File: src/sv/scpf_pkg.sv
`timescale 1ns / 1ps
// ----------------------------------------------------------------------------
// scpf_pkg
// Shared types and constants for the sensor command packet framer.
// ----------------------------------------------------------------------------
package scpf_pkg;

  localparam int MAX_PAYLOAD = 256;
  localparam int BYTE_W      = 8;
  localparam int COUNT_W     = 9;
  localparam int LEN_W       = 16;
  localparam int SUM_W       = 16;
  localparam int ADDR_W      = 32;
  localparam int CODE_W      = 16;
  localparam int POS_W       = 4;
  localparam int CFG_IDX_W   = 1;
  localparam int CFG_DATA_W  = 32;

  // register indexes on the configuration port
  localparam logic [CFG_IDX_W-1:0] REG_DEVICE_ADDRESS = 1'd0;
  localparam logic [CFG_IDX_W-1:0] REG_START_CODE     = 1'd1;

  // byte positions within one packet
  localparam logic [POS_W-1:0] POS_SC_HI   = 4'd0;
  localparam logic [POS_W-1:0] POS_SC_LO   = 4'd1;
  localparam logic [POS_W-1:0] POS_ADDR_3  = 4'd2;
  localparam logic [POS_W-1:0] POS_ADDR_2  = 4'd3;
  localparam logic [POS_W-1:0] POS_ADDR_1  = 4'd4;
  localparam logic [POS_W-1:0] POS_ADDR_0  = 4'd5;
  localparam logic [POS_W-1:0] POS_TYPE    = 4'd6;
  localparam logic [POS_W-1:0] POS_LEN_HI  = 4'd7;
  localparam logic [POS_W-1:0] POS_LEN_LO  = 4'd8;
  localparam logic [POS_W-1:0] POS_DATA    = 4'd9;
  localparam logic [POS_W-1:0] POS_SUM_HI  = 4'd10;
  localparam logic [POS_W-1:0] POS_SUM_LO  = 4'd11;

  typedef struct packed {
    logic [ADDR_W-1:0] device_address;
    logic [CODE_W-1:0] start_code;
  } cfg_t;

  // one accepted request, ready for serialization
  typedef struct packed {
    logic              close;
    logic [BYTE_W-1:0] ptype;
    logic [LEN_W-1:0]  len;
    logic [BYTE_W-1:0] data;
    logic [SUM_W-1:0]  sum;
  } item_t;

  // request register status toward the byte emitter
  typedef struct packed {
    logic             valid;
    logic [POS_W-1:0] pos;
    logic             last;
  } item_stat_t;

endpackage

File: src/sv/scpf_regs.sv
`timescale 1ns / 1ps
// ----------------------------------------------------------------------------
// scpf_regs
// Configuration registers: device address and start code.
// ----------------------------------------------------------------------------
module scpf_regs (
  input  logic                           clk,
  input  logic                           rst,
  input  logic                           cfg_valid,
  output logic                           cfg_ready,
  input  logic [scpf_pkg::CFG_IDX_W-1:0] cfg_index,
  input  logic [scpf_pkg::CFG_DATA_W-1:0] cfg_data,
  output scpf_pkg::cfg_t                 cfg
);
  import scpf_pkg::*;

  assign cfg_ready = 1'b1;

  always_ff @(posedge clk) begin
    if (rst) begin
      cfg.device_address <= 32'hFFFF_FFFF;
      cfg.start_code     <= 16'hEF01;
    end else if (cfg_valid && cfg_ready) begin
      case (cfg_index)
        REG_DEVICE_ADDRESS: cfg.device_address <= cfg_data[ADDR_W-1:0];
        REG_START_CODE:     cfg.start_code     <= cfg_data[CODE_W-1:0];
        default: ;
      endcase
    end
  end

endmodule

File: src/sv/scpf_ingest.sv
`timescale 1ns / 1ps
// ----------------------------------------------------------------------------
// scpf_ingest
// Takes input requests, tracks packet state and checksum, holds the
// current request and its byte position for the emitter.
// ----------------------------------------------------------------------------
module scpf_ingest (
  input  logic                         clk,
  input  logic                         rst,
  input  logic                         in_valid,
  output logic                         in_stall,
  input  logic [scpf_pkg::BYTE_W-1:0]  packet_type,
  input  logic [scpf_pkg::COUNT_W-1:0] payload_count,
  input  logic [scpf_pkg::BYTE_W-1:0]  data_byte,
  input  logic                         step,
  output scpf_pkg::item_t              item,
  output scpf_pkg::item_stat_t         stat
);
  import scpf_pkg::*;

  logic [COUNT_W-1:0] bytes_left, bytes_left_next;
  logic [SUM_W-1:0]   running_sum, running_sum_next;
  logic               item_valid;
  logic [POS_W-1:0]   pos;

  logic               accept;
  logic               opening;
  logic [COUNT_W-1:0] cnt;
  logic [LEN_W-1:0]   len;
  logic [SUM_W-1:0]   base_sum;
  logic [SUM_W-1:0]   new_sum;
  logic [COUNT_W-1:0] base_left;
  logic               last;

  // last byte of the held request: data byte unless it closes the packet
  assign last = (pos == POS_SUM_LO) || (pos == POS_DATA && !item.close);

  assign in_stall = item_valid && !(step && last);
  assign accept   = in_valid && !in_stall;

  always_comb begin
    opening = (bytes_left == '0);
    if (payload_count == '0)
      cnt = COUNT_W'(1);
    else if (payload_count > COUNT_W'(MAX_PAYLOAD))
      cnt = COUNT_W'(MAX_PAYLOAD);
    else
      cnt = payload_count;
    len       = LEN_W'(cnt) + LEN_W'(2);
    base_sum  = opening ? (SUM_W'(len[15:8]) + SUM_W'(len[7:0]) + SUM_W'(packet_type))
                        : running_sum;
    new_sum   = base_sum + SUM_W'(data_byte);
    base_left = opening ? cnt : bytes_left;
    bytes_left_next  = base_left - COUNT_W'(1);
    running_sum_next = (bytes_left_next == '0) ? '0 : new_sum;
  end

  always_ff @(posedge clk) begin
    if (rst) begin
      bytes_left  <= '0;
      running_sum <= '0;
      item_valid  <= 1'b0;
      pos         <= POS_DATA;
    end else if (accept) begin
      bytes_left  <= bytes_left_next;
      running_sum <= running_sum_next;
      item_valid  <= 1'b1;
      pos         <= opening ? POS_SC_HI : POS_DATA;
    end else if (step) begin
      if (last)
        item_valid <= 1'b0;
      else
        pos <= pos + POS_W'(1);
    end
  end

  // payload of the held request
  always_ff @(posedge clk) begin
    if (accept) begin
      item.close <= (bytes_left_next == '0);
      item.ptype <= packet_type;
      item.len   <= len;
      item.data  <= data_byte;
      item.sum   <= new_sum;
    end
  end

  assign stat.valid = item_valid;
  assign stat.pos   = pos;
  assign stat.last  = last;

`ifndef NO_ASSERTIONS
  a_left_range: assert property (@(posedge clk) disable iff (rst)
    bytes_left <= COUNT_W'(MAX_PAYLOAD))
    else $error("bytes_left above max payload");
  a_idle_sum_zero: assert property (@(posedge clk) disable iff (rst)
    bytes_left == '0 |-> running_sum == '0)
    else $error("checksum not cleared at packet end");
  a_pos_range: assert property (@(posedge clk) disable iff (rst)
    item_valid |-> pos <= POS_SUM_LO)
    else $error("byte position out of range");
  a_sum_only_on_close: assert property (@(posedge clk) disable iff (rst)
    item_valid && pos > POS_DATA |-> item.close)
    else $error("checksum byte on a request that does not close the packet");
`endif

endmodule

File: src/sv/scpf_emit.sv
`timescale 1ns / 1ps
// ----------------------------------------------------------------------------
// scpf_emit
// Selects the packet byte for the current position and drives the
// output register.
// ----------------------------------------------------------------------------
module scpf_emit (
  input  logic                        clk,
  input  logic                        rst,
  input  scpf_pkg::cfg_t              cfg,
  input  scpf_pkg::item_t             item,
  input  scpf_pkg::item_stat_t        stat,
  output logic                        step,
  output logic                        out_valid,
  input  logic                        out_stall,
  output logic [scpf_pkg::BYTE_W-1:0] out_byte,
  output logic                        run_last,
  output logic                        packet_end
);
  import scpf_pkg::*;

  logic [BYTE_W-1:0] sel_byte;

  assign step = stat.valid && (!out_valid || !out_stall);

  always_comb begin
    case (stat.pos)
      POS_SC_HI:  sel_byte = cfg.start_code[15:8];
      POS_SC_LO:  sel_byte = cfg.start_code[7:0];
      POS_ADDR_3: sel_byte = cfg.device_address[31:24];
      POS_ADDR_2: sel_byte = cfg.device_address[23:16];
      POS_ADDR_1: sel_byte = cfg.device_address[15:8];
      POS_ADDR_0: sel_byte = cfg.device_address[7:0];
      POS_TYPE:   sel_byte = item.ptype;
      POS_LEN_HI: sel_byte = item.len[15:8];
      POS_LEN_LO: sel_byte = item.len[7:0];
      POS_DATA:   sel_byte = item.data;
      POS_SUM_HI: sel_byte = item.sum[15:8];
      POS_SUM_LO: sel_byte = item.sum[7:0];
      default:    sel_byte = item.data;
    endcase
  end

  always_ff @(posedge clk) begin
    if (rst)
      out_valid <= 1'b0;
    else if (step)
      out_valid <= 1'b1;
    else if (!out_stall)
      out_valid <= 1'b0;
  end

  always_ff @(posedge clk) begin
    if (step) begin
      out_byte   <= sel_byte;
      run_last   <= stat.last;
      packet_end <= (stat.pos == POS_SUM_LO);
    end
  end

`ifndef NO_ASSERTIONS
  a_end_is_last: assert property (@(posedge clk) disable iff (rst)
    out_valid && packet_end |-> run_last)
    else $error("packet end without request end");
`endif

endmodule

File: src/sv/sensor_command_packet_framer.sv
`timescale 1ns / 1ps
// ----------------------------------------------------------------------------
// sensor_command_packet_framer
// Serializes sensor command packets, one payload byte per input request.
// ----------------------------------------------------------------------------
// Usage:
//   Input channel (in_valid/in_stall) carries packet_type, payload_count and
//   data_byte. A request while no packet is open starts a packet; type and
//   count are read only then. Output channel (out_valid/out_stall) delivers
//   the packet one byte at a time; run_last marks a request's final byte,
//   packet_end the low checksum byte.
//   Config port (cfg_valid/cfg_ready, always ready) writes device_address
//   (index 0) and start_code (index 1); write only while idle.
//   Flow: an accepted request goes to the request register and its bytes to the
//   output register. An opening request emits 9 header bytes before its data
//   byte; a closing one adds two checksum bytes. The output gives one byte per
//   cycle while out_stall is low. Mid-packet requests sustain one per cycle
//   while the output does not stall; the next request is taken as the previous
//   one's last byte moves to the output register.
//   Reset (rst, synchronous) closes any open packet, empties both registers
//   and restores the default address 0xFFFFFFFF and start code 0xEF01.
//   A stalled output holds its byte and backs up into in_stall.
// ----------------------------------------------------------------------------
module sensor_command_packet_framer (
  input  logic                            clk,
  input  logic                            rst,
  input  logic                            in_valid,
  output logic                            in_stall,
  input  logic [scpf_pkg::BYTE_W-1:0]     packet_type,
  input  logic [scpf_pkg::COUNT_W-1:0]    payload_count,
  input  logic [scpf_pkg::BYTE_W-1:0]     data_byte,
  output logic                            out_valid,
  input  logic                            out_stall,
  output logic [scpf_pkg::BYTE_W-1:0]     out_byte,
  output logic                            run_last,
  output logic                            packet_end,
  input  logic                            cfg_valid,
  output logic                            cfg_ready,
  input  logic [scpf_pkg::CFG_IDX_W-1:0]  cfg_index,
  input  logic [scpf_pkg::CFG_DATA_W-1:0] cfg_data
);
  import scpf_pkg::*;

  cfg_t       cfg;
  item_t      item;
  item_stat_t stat;
  logic       step;

  scpf_regs u_regs (
    .clk       (clk),
    .rst       (rst),
    .cfg_valid (cfg_valid),
    .cfg_ready (cfg_ready),
    .cfg_index (cfg_index),
    .cfg_data  (cfg_data),
    .cfg       (cfg)
  );

  scpf_ingest u_ingest (
    .clk           (clk),
    .rst           (rst),
    .in_valid      (in_valid),
    .in_stall      (in_stall),
    .packet_type   (packet_type),
    .payload_count (payload_count),
    .data_byte     (data_byte),
    .step          (step),
    .item          (item),
    .stat          (stat)
  );

  scpf_emit u_emit (
    .clk        (clk),
    .rst        (rst),
    .cfg        (cfg),
    .item       (item),
    .stat       (stat),
    .step       (step),
    .out_valid  (out_valid),
    .out_stall  (out_stall),
    .out_byte   (out_byte),
    .run_last   (run_last),
    .packet_end (packet_end)
  );

endmodule

File: config.mk
export PLATFORM = sky130hd
export DESIGN_NAME = sensor_command_packet_framer
export DESIGN_NICKNAME = d
export VERILOG_FILES = /design/src/sv/scpf_pkg.sv /design/src/sv/scpf_regs.sv /design/src/sv/scpf_ingest.sv /design/src/sv/scpf_emit.sv /design/src/sv/sensor_command_packet_framer.sv
export SDC_FILE = /design/constraint.sdc
export NUM_CORES = 1
export LEC_CHECK = 0
export BUFFER_PORTS_ARGS = -buffer_cell sky130_fd_sc_hd__buf_2
export CAP_MARGIN = 40
export CELL_PAD_IN_SITES_DETAIL_PLACEMENT = 0
export CELL_PAD_IN_SITES_GLOBAL_PLACEMENT = 2
export CORE_MARGIN = 5
export CORE_UTILIZATION = 37
export CTS_BUF_LIST = sky130_fd_sc_hd__clkbuf_8 sky130_fd_sc_hd__clkbuf_16
export DETAILED_ROUTE_END_ITERATION = 10
export PLACE_DENSITY_LB_ADDON = 0.1
export REMOVE_ABC_BUFFERS = 1
export SYNTH_ARGS = -nofsm -noshare
export SYNTH_HDL_FRONTEND = slang
export SYNTH_SLANG_ARGS = --single-unit
File: constraint.sdc
create_clock -name clk -period 7.4 [get_ports clk]
set_clock_uncertainty 0.15 [all_clocks]
set_input_delay 0.74 -clock clk [delete_from_list [all_inputs] [get_ports clk]]
set_output_delay 0.74 -clock clk [all_outputs]
set_load 0.01 [all_outputs]
== Yosys cells after proc, flatten, opt, wreduce, memory -nomap -nowiden ==
Index checks and enable logic that the tools add are counted.
Word-level totals
  register bits: 138
  bits of input ports: 63
  output and inout port bits: 13
  word-level logic and storage cells: 73
Cells by class
  add/sub/neg operators: 6
  magnitude comparators: 1
  equal/unequal tests: 13
  mux-type cells: 15
  bitwise operators: 1
  reductions and logical operators: 22
Operators with widths (number)
  case mux 8 bit (11 select lines): 1
  adder 16 x 8 -> 16 bit: 2
  two-way mux 16 bit: 2
  zero test 9 bit: 3
  two-way mux 9 bit: 3
  == test 4 x 3 -> 1 bit (second input constant): 4
  == test 4 bit (second input constant): 4
  two-way mux 4 bit: 4
  adder 9 x 2 -> 10 bit (second input constant): 1
  adder 8 x 8 -> 9 bit: 1
  > comparator 9 bit (second input constant): 1
  subtractor 9 x 1 -> 9 bit (second input constant): 1
  == test 4 x 2 -> 1 bit (second input constant): 2
  AND reduction 2 bit: 4
  logical AND 1 bit: 5
  zero test 1 bit: 5
  two-way mux 1 bit: 5
  adder 4 x 1 -> 4 bit (second input constant): 1
  == test 4 x 1 -> 1 bit (second input constant): 1
  zero test 4 bit: 1
  inequality test 2 x 1 -> 1 bit (second input constant): 2
  nonzero test 2 bit: 2
  logical OR 1 bit: 2
  NOT 1 bit: 1

== Logic depth before layout (Yosys ltp) ==
  depth after elaboration: 10
  gate-level depth with buffers: 24
  mapped depth without buffers: 23

== Modules after synthesis ==
A second synthesis with hierarchy kept.
Second synthesis, totals
  cells, all modules: 798
  area total of the unflattened synthesis: 7528.5 um^2
By module, submodules not included
  scpf_ingest: instances 1, cells each 419, area an instance 4226.6 um^2, sequential area each 1891.8 um^2
  scpf_regs: instances 1, cells each 208, area an instance 1963.1 um^2, sequential area each 960.9 um^2
  scpf_emit: instances 1, cells each 171, area an instance 1338.8 um^2, sequential area each 320.3 um^2

== Worst setup path before layout ==
OpenSTA, ideal clock, no wires.
  path kind: input -> register
  from: input payload_count[7] (netlist bit)
  to: register, netlist name u_ingest.item[12]
  library setup time: 270 ps
  arrival: 5190 ps
  required time: 6980 ps
  slack: 1790 ps
  stages: 21
  path buffers: 1
  cell sequence: clkbuf_1 -> or3_2 -> o21bai_1 -> and2_1 -> ha_1 -> inv_1 -> fa_1 -> nor3_1 -> xor2_1 -> ha_1 -> and3_1 -> a211oi_1 -> xor2_1 -> o21ai_0 -> ha_1 -> or4_1 -> a41oi_1 -> nor2_1 -> nand2_1 -> a2bb2oi_1 -> a21oi_1
On the way
  longest elaborated chain between the ends: 8
Ends and longest elaborated chain
  start, declared: RTL line sensor_command_packet_framer.sv:30  | input logic [scpf_pkg::COUNT_W-1:0] payload_count,
  > comparator 9 bit: RTL line scpf_ingest.sv:45  | else if (payload_count > COUNT_W'(MAX_PAYLOAD))
  two-way mux 9 bit: RTL line scpf_ingest.sv:45
  two-way mux 9 bit *: RTL line scpf_ingest.sv:43  | if (payload_count == '0)
  net u_ingest.cnt[0]: RTL line scpf_ingest.sv:28  | logic [COUNT_W-1:0] cnt;
  adder 9 x 2 -> 10 bit *: RTL line scpf_ingest.sv:49  | len = LEN_W'(cnt) + LEN_W'(2);
  adder 8 x 8 -> 9 bit *: RTL line scpf_ingest.sv:50  | base_sum = opening ? (SUM_W'(len[15:8]) + SUM_W'(len[7:0]) + SUM_W'(packet_type))
  adder 16 x 8 -> 16 bit *: RTL line scpf_ingest.sv:50
  two-way mux 16 bit *: RTL line scpf_ingest.sv:50
  adder 16 x 8 -> 16 bit *: RTL line scpf_ingest.sv:52  | new_sum = base_sum + SUM_W'(data_byte);
  net u_ingest.new_sum[12]: RTL line scpf_ingest.sv:31  | logic [SUM_W-1:0] new_sum;
The timed path passes the listed nets; every way through them passes the cells marked *.
A chain may end at the register's enable or synchronous reset.

== Final worst setup path ==
  from: input payload_count[4] (netlist bit)
  to: register, netlist name u_ingest.item[12]
On the way
  longest elaborated chain between the ends: 8
Ends and longest elaborated chain (RTL line)
  > comparator 9 bit: scpf_ingest.sv:45
  two-way mux 9 bit: scpf_ingest.sv:45
  two-way mux 9 bit *: scpf_ingest.sv:43
  net u_ingest.cnt[0]: scpf_ingest.sv:28
  adder 9 x 2 -> 10 bit *: scpf_ingest.sv:49
  adder 8 x 8 -> 9 bit *: scpf_ingest.sv:50
  adder 16 x 8 -> 16 bit *: scpf_ingest.sv:50
  two-way mux 16 bit *: scpf_ingest.sv:50
  adder 16 x 8 -> 16 bit *: scpf_ingest.sv:52
  net u_ingest.new_sum[12]: scpf_ingest.sv:31
Marks and branches as above.

==> impl_metrics.py <==
metrics = {
    "power": {
        "totalPowerFinal_mw": 2.67,
        "power_frac_clock_pct": 33.5,
        "sw_share_pct": 33.1,
        "cellInternalPower_mw": 1.79,
        "pwr-share-comb_pct": 31.2,
        "power_density_nw_per_um2": 319,
        "vdd.ir_drop.worst_v": 0.000196,
        "leakage_nw": 3.34,
        "p_sw_mw": 0.886,
        "seq_power_share_pct": 35.3,
    },
    "sta": {
        "setup_viol_count_final": 0,
        "relSlewSlack_pct": 47.2,
        "max_frequency_mhz": 171,
        "finalWorstPathRequiredPeriod_ns": 5.84,
        "hold_viol_final": 0,
        "rsz0062_at_grt": "no",
        "timing_max_transition_violations_final": 0,
        "period_utilization_pct": 78.9,
        "max_slew.worst_pin.slew_ns": 0.792,
        "fin_setup_tns_ns": 0,
    },
    "drt": {
        "drt_pre_antenna_iters": 6,
        "drc": 0,
        "wl_mm": 19.9,
        "total_number_of_vias": 5817,
        "detail_route.vias_per_cell": 5.40,
        "detail-route-antenna-nets": 0,
        "drtIter0Drc": 390,
        "routed_wire_length_per_instance_um": 18.5,
    },
    "worst_hold_path": {
        "holdPathStages": 2,
        "whs_endpoint": "u_regs.cfg[2]",
        "timing.hold.worst.start": "u_regs.cfg[2]",
        "hp-class": "flop to flop",
    },
    "placed_design": {
        "placed_area_um2": 7740,
        "hpwl_after_detailed_placement_mm": 13.9,
        "io_buffer_count": 74,
        "count_of_placed_standard_cells_including_taps": 1045,
        "routabilityCongestion": 0.912,
    },
    "clock_network": {
        "post_cts.repair.setup_buffers": 0,
        "cts.sink_count": 132,
        "clock_tree.htree_level_count": 4,
        "cts_root_buffer": "sky130_fd_sc_hd__clkbuf_16",
        "cts_buffers": 17,
        "register_clock_pin_slew_on_the_reported_worst_setup_and_hold_paths_ns": 0.06,
        "cts-root-to-sink-buffers": 2,
        "clock_latency_ns": 0.41,
        "cts_repair_resize_count": 0,
        "cts_hold_repair.buffers": 0,
        "cts_tree": "yes",
    },
    "yosys": {
        "synth_cell_types": 80,
        "synth_commonest_cells": "93 x sky130_fd_sc_hd__nand2_1, 79 x sky130_fd_sc_hd__dfxtp_1, 53 x sky130_fd_sc_hd__edfxtp_1",
        "yosysSeqAreaShare_pct": 44.5,
        "synth_top_area_share_pct": 22.3,
        "ys_async_sr_fraction_pct": 0,
        "count_of_state_elements_after_synthesis": 132,
        "syn_avg_cell_area_um2": 9.59,
        "yosys.cell_count.top_type": "sky130_fd_sc_hd__nand2_1",
        "number_of_cells_produced_by_synthesis": 744,
        "syn_area_um2": 7130,
        "ys_dominant_reg_cell": "sky130_fd_sc_hd__dfxtp_1",
        "synthDominantAreaCellType": "sky130_fd_sc_hd__edfxtp_1",
        "synth_edf_count": 53,
        "synthesis.yosys.warnings": 0,
        "ys_top_cells_by_area": "sky130_fd_sc_hd__edfxtp_1 22%, sky130_fd_sc_hd__dfxtp_1 22%, sky130_fd_sc_hd__nand2_1 4.9%",
    },
    "floorplanning": {
        "dieWidth_um": 149,
        "initial_core_util_pct": 37.9,
        "core-area_um2": 18800,
        "die_area_um2": 22200,
        "num_rows": 50,
        "die_h_um": 149,
        "design.portCount": 76,
    },
    "critical_path": {
        "timing.critical_path.arrival_ns": 5.82,
        "r2r_depth": 14,
        "critical_path.endpoint_type": "flop",
        "crit_path_max_fanout": 11,
        "reg2reg_slack_ns": 3.01,
        "crit-reg2reg-launch": "u_ingest.bytes_left[4]",
        "critical_path_class": "input pin to flop",
        "cp-start-kind": "input pin",
        "crit_required_ns": 7.38,
        "timing.rr.end": "u_ingest.item[12]",
    },
    "global_routing": {
        "grt_first_pass_wirelength_mm": 31.9,
        "global_route.overflow_total": 0,
        "grt_max_degree": 67,
        "antenna_found_initial": 0,
        "grt_pass1_vias": 5826,
        "gr-usage-all-layers_pct": 18.4,
    },
    "final_layout": {
        "final-instance-count-excl-fill": 1077,
        "utilization_pct": 44.4,
        "final_layout_size_suffix_gt1_share_pct": 17.9,
        "diodes": 0,
        "layout.nets": 896,
        "stdcell_area_um2": 8370,
        "synthToLayoutAreaGrowth_pct": 17.3,
    },
    "run_status": {
        "status": "complete, no violations",
    },
    "run": {
        "maxCapViolCount": 0,
    },
}
==> registers in the layout, indices dropped and copies added (netlist names) <==
register,count
u_emit.out_byte,8
u_emit.out_valid,1
u_emit.packet_end,1
u_emit.run_last,1
u_ingest.bytes_left,9
u_ingest.item,43
u_ingest.item_valid,1
u_ingest.pos,4
u_ingest.running_sum,16
u_regs.cfg,48
==> through the flow <==
stage          hold slack, ns  worst slack (ns)
4_1_cts                 0.308              1.59
5_1_grt                 0.323              1.30
2_1_floorplan           0.280              1.84
6_report                0.305              1.56
3_3_place_gp            0.291              1.26
3_5_place_dp            0.299              1.14
==> how the worst max path moves through the flow <==
| stage | start | to | cells after the start |
|---|---|---|---|
| 3_5_place_dp | payload_count[4] | u_ingest.item[12] | 21 |
| 4_1_cts | payload_count[4] | u_ingest.item[12] | 21 |
| 5_1_grt | payload_count[4] | u_ingest.item[12] | 22 |
| 2_1_floorplan | payload_count[5] | u_ingest.item[12] | 20 |
| 6_report | payload_count[4] | u_ingest.item[12] | 21 |
| 3_3_place_gp | payload_count[4] | u_ingest.item[12] | 21 |
==> power groups by stage <==
stage,logic [mW],clock network [mW],registers [mW]
floorplan,0.584,0,0.950
global placement,0.824,0,0.957
detailed placement,0.841,0,0.957
CTS,0.843,0.916,0.943
global route,0.929,0.953,0.957
finish,0.833,0.896,0.944
==> worst max-delay path, stage by stage <==
cell,delay [ns]
sky130_fd_sc_hd__buf_2,0.16
sky130_fd_sc_hd__or4_1,0.60
sky130_fd_sc_hd__o21bai_1,0.28
sky130_fd_sc_hd__and2_1,0.19
sky130_fd_sc_hd__ha_1,0.17
sky130_fd_sc_hd__inv_1,0.06
sky130_fd_sc_hd__fa_1,0.43
sky130_fd_sc_hd__nor3_1,0.24
sky130_fd_sc_hd__xor2_1,0.19
sky130_fd_sc_hd__ha_1,0.31
sky130_fd_sc_hd__and3_1,0.19
sky130_fd_sc_hd__a211oi_1,0.29
sky130_fd_sc_hd__xor2_1,0.17
sky130_fd_sc_hd__o21ai_0,0.09
sky130_fd_sc_hd__ha_1,0.23
sky130_fd_sc_hd__or4_1,0.48
sky130_fd_sc_hd__a41oi_1,0.40
sky130_fd_sc_hd__nor2_1,0.11
sky130_fd_sc_hd__nand2_1,0.14
sky130_fd_sc_hd__a2bb2oi_1,0.25
sky130_fd_sc_hd__a21oi_1,0.10
==> layout make-up <==
cell class	instances	area, um^2
Multi-Input combinational cell	541	3680
Inverter	25	93.8
Clock buffer	18	439
Fill cell	1846	10500
Tap cell	260	325
Timing Repair Buffer	87	472
Sequential cell	132	3170
Clock inverter	14	184
==> routing by layer <==
| layer | GRT usage, % | routed length [um] | vias up |
|---|---|---|---|
| met5 | 0 | 0 | - |
| met4 | 6.04 | 358 | 0 |
| met3 | 3.95 | 820 | 23 |
| met2 | 30.7 | 9430 | 141 |
| met1 | 24.0 | 9300 | 2789 |
| li1 | - | - | 2864 |
==> cell usage in the layout (no fill, tap or decap), drive strengths merged, types with 4 or more instances in the layout <==
| cell | count |
|---|---|
| a211o | 35 |
| a211oi | 10 |
| a21o | 5 |
| a21oi | 47 |
| a222oi | 14 |
| a22o | 15 |
| a22oi | 10 |
| a31oi | 6 |
| and2 | 4 |
| and3 | 6 |
| buf | 87 |
| bufinv | 4 |
| clkbuf | 18 |
| clkinv | 5 |
| conb | 4 |
| dfxtp | 79 |
| edfxtp | 53 |
| ha | 26 |
| inv | 29 |
| mux2i | 7 |
| nand2 | 94 |
| nand2b | 7 |
| nand3 | 11 |
| nand3b | 11 |
| nor2 | 38 |
| nor2b | 40 |
| nor3 | 17 |
| nor4 | 5 |
| o211ai | 5 |
| o21a | 6 |
| o21ai | 37 |
| o31ai | 6 |
| or3 | 5 |
| or4 | 5 |
| xnor2 | 12 |
| xor2 | 15 |
==> cell families after synthesis <==
group                      share of synthesized area (%)
and+or+nand+nor                                     18.2
AOI/OAI and AO/OA                                   23.0
DFF                                                 44.5
buffers and inverters                               4.28
adders and majority gates                           5.40
xor gates and xnor gates                            3.31
muxes                                               1.19
other                                              0.105
(Power assumes the default switching activity.)
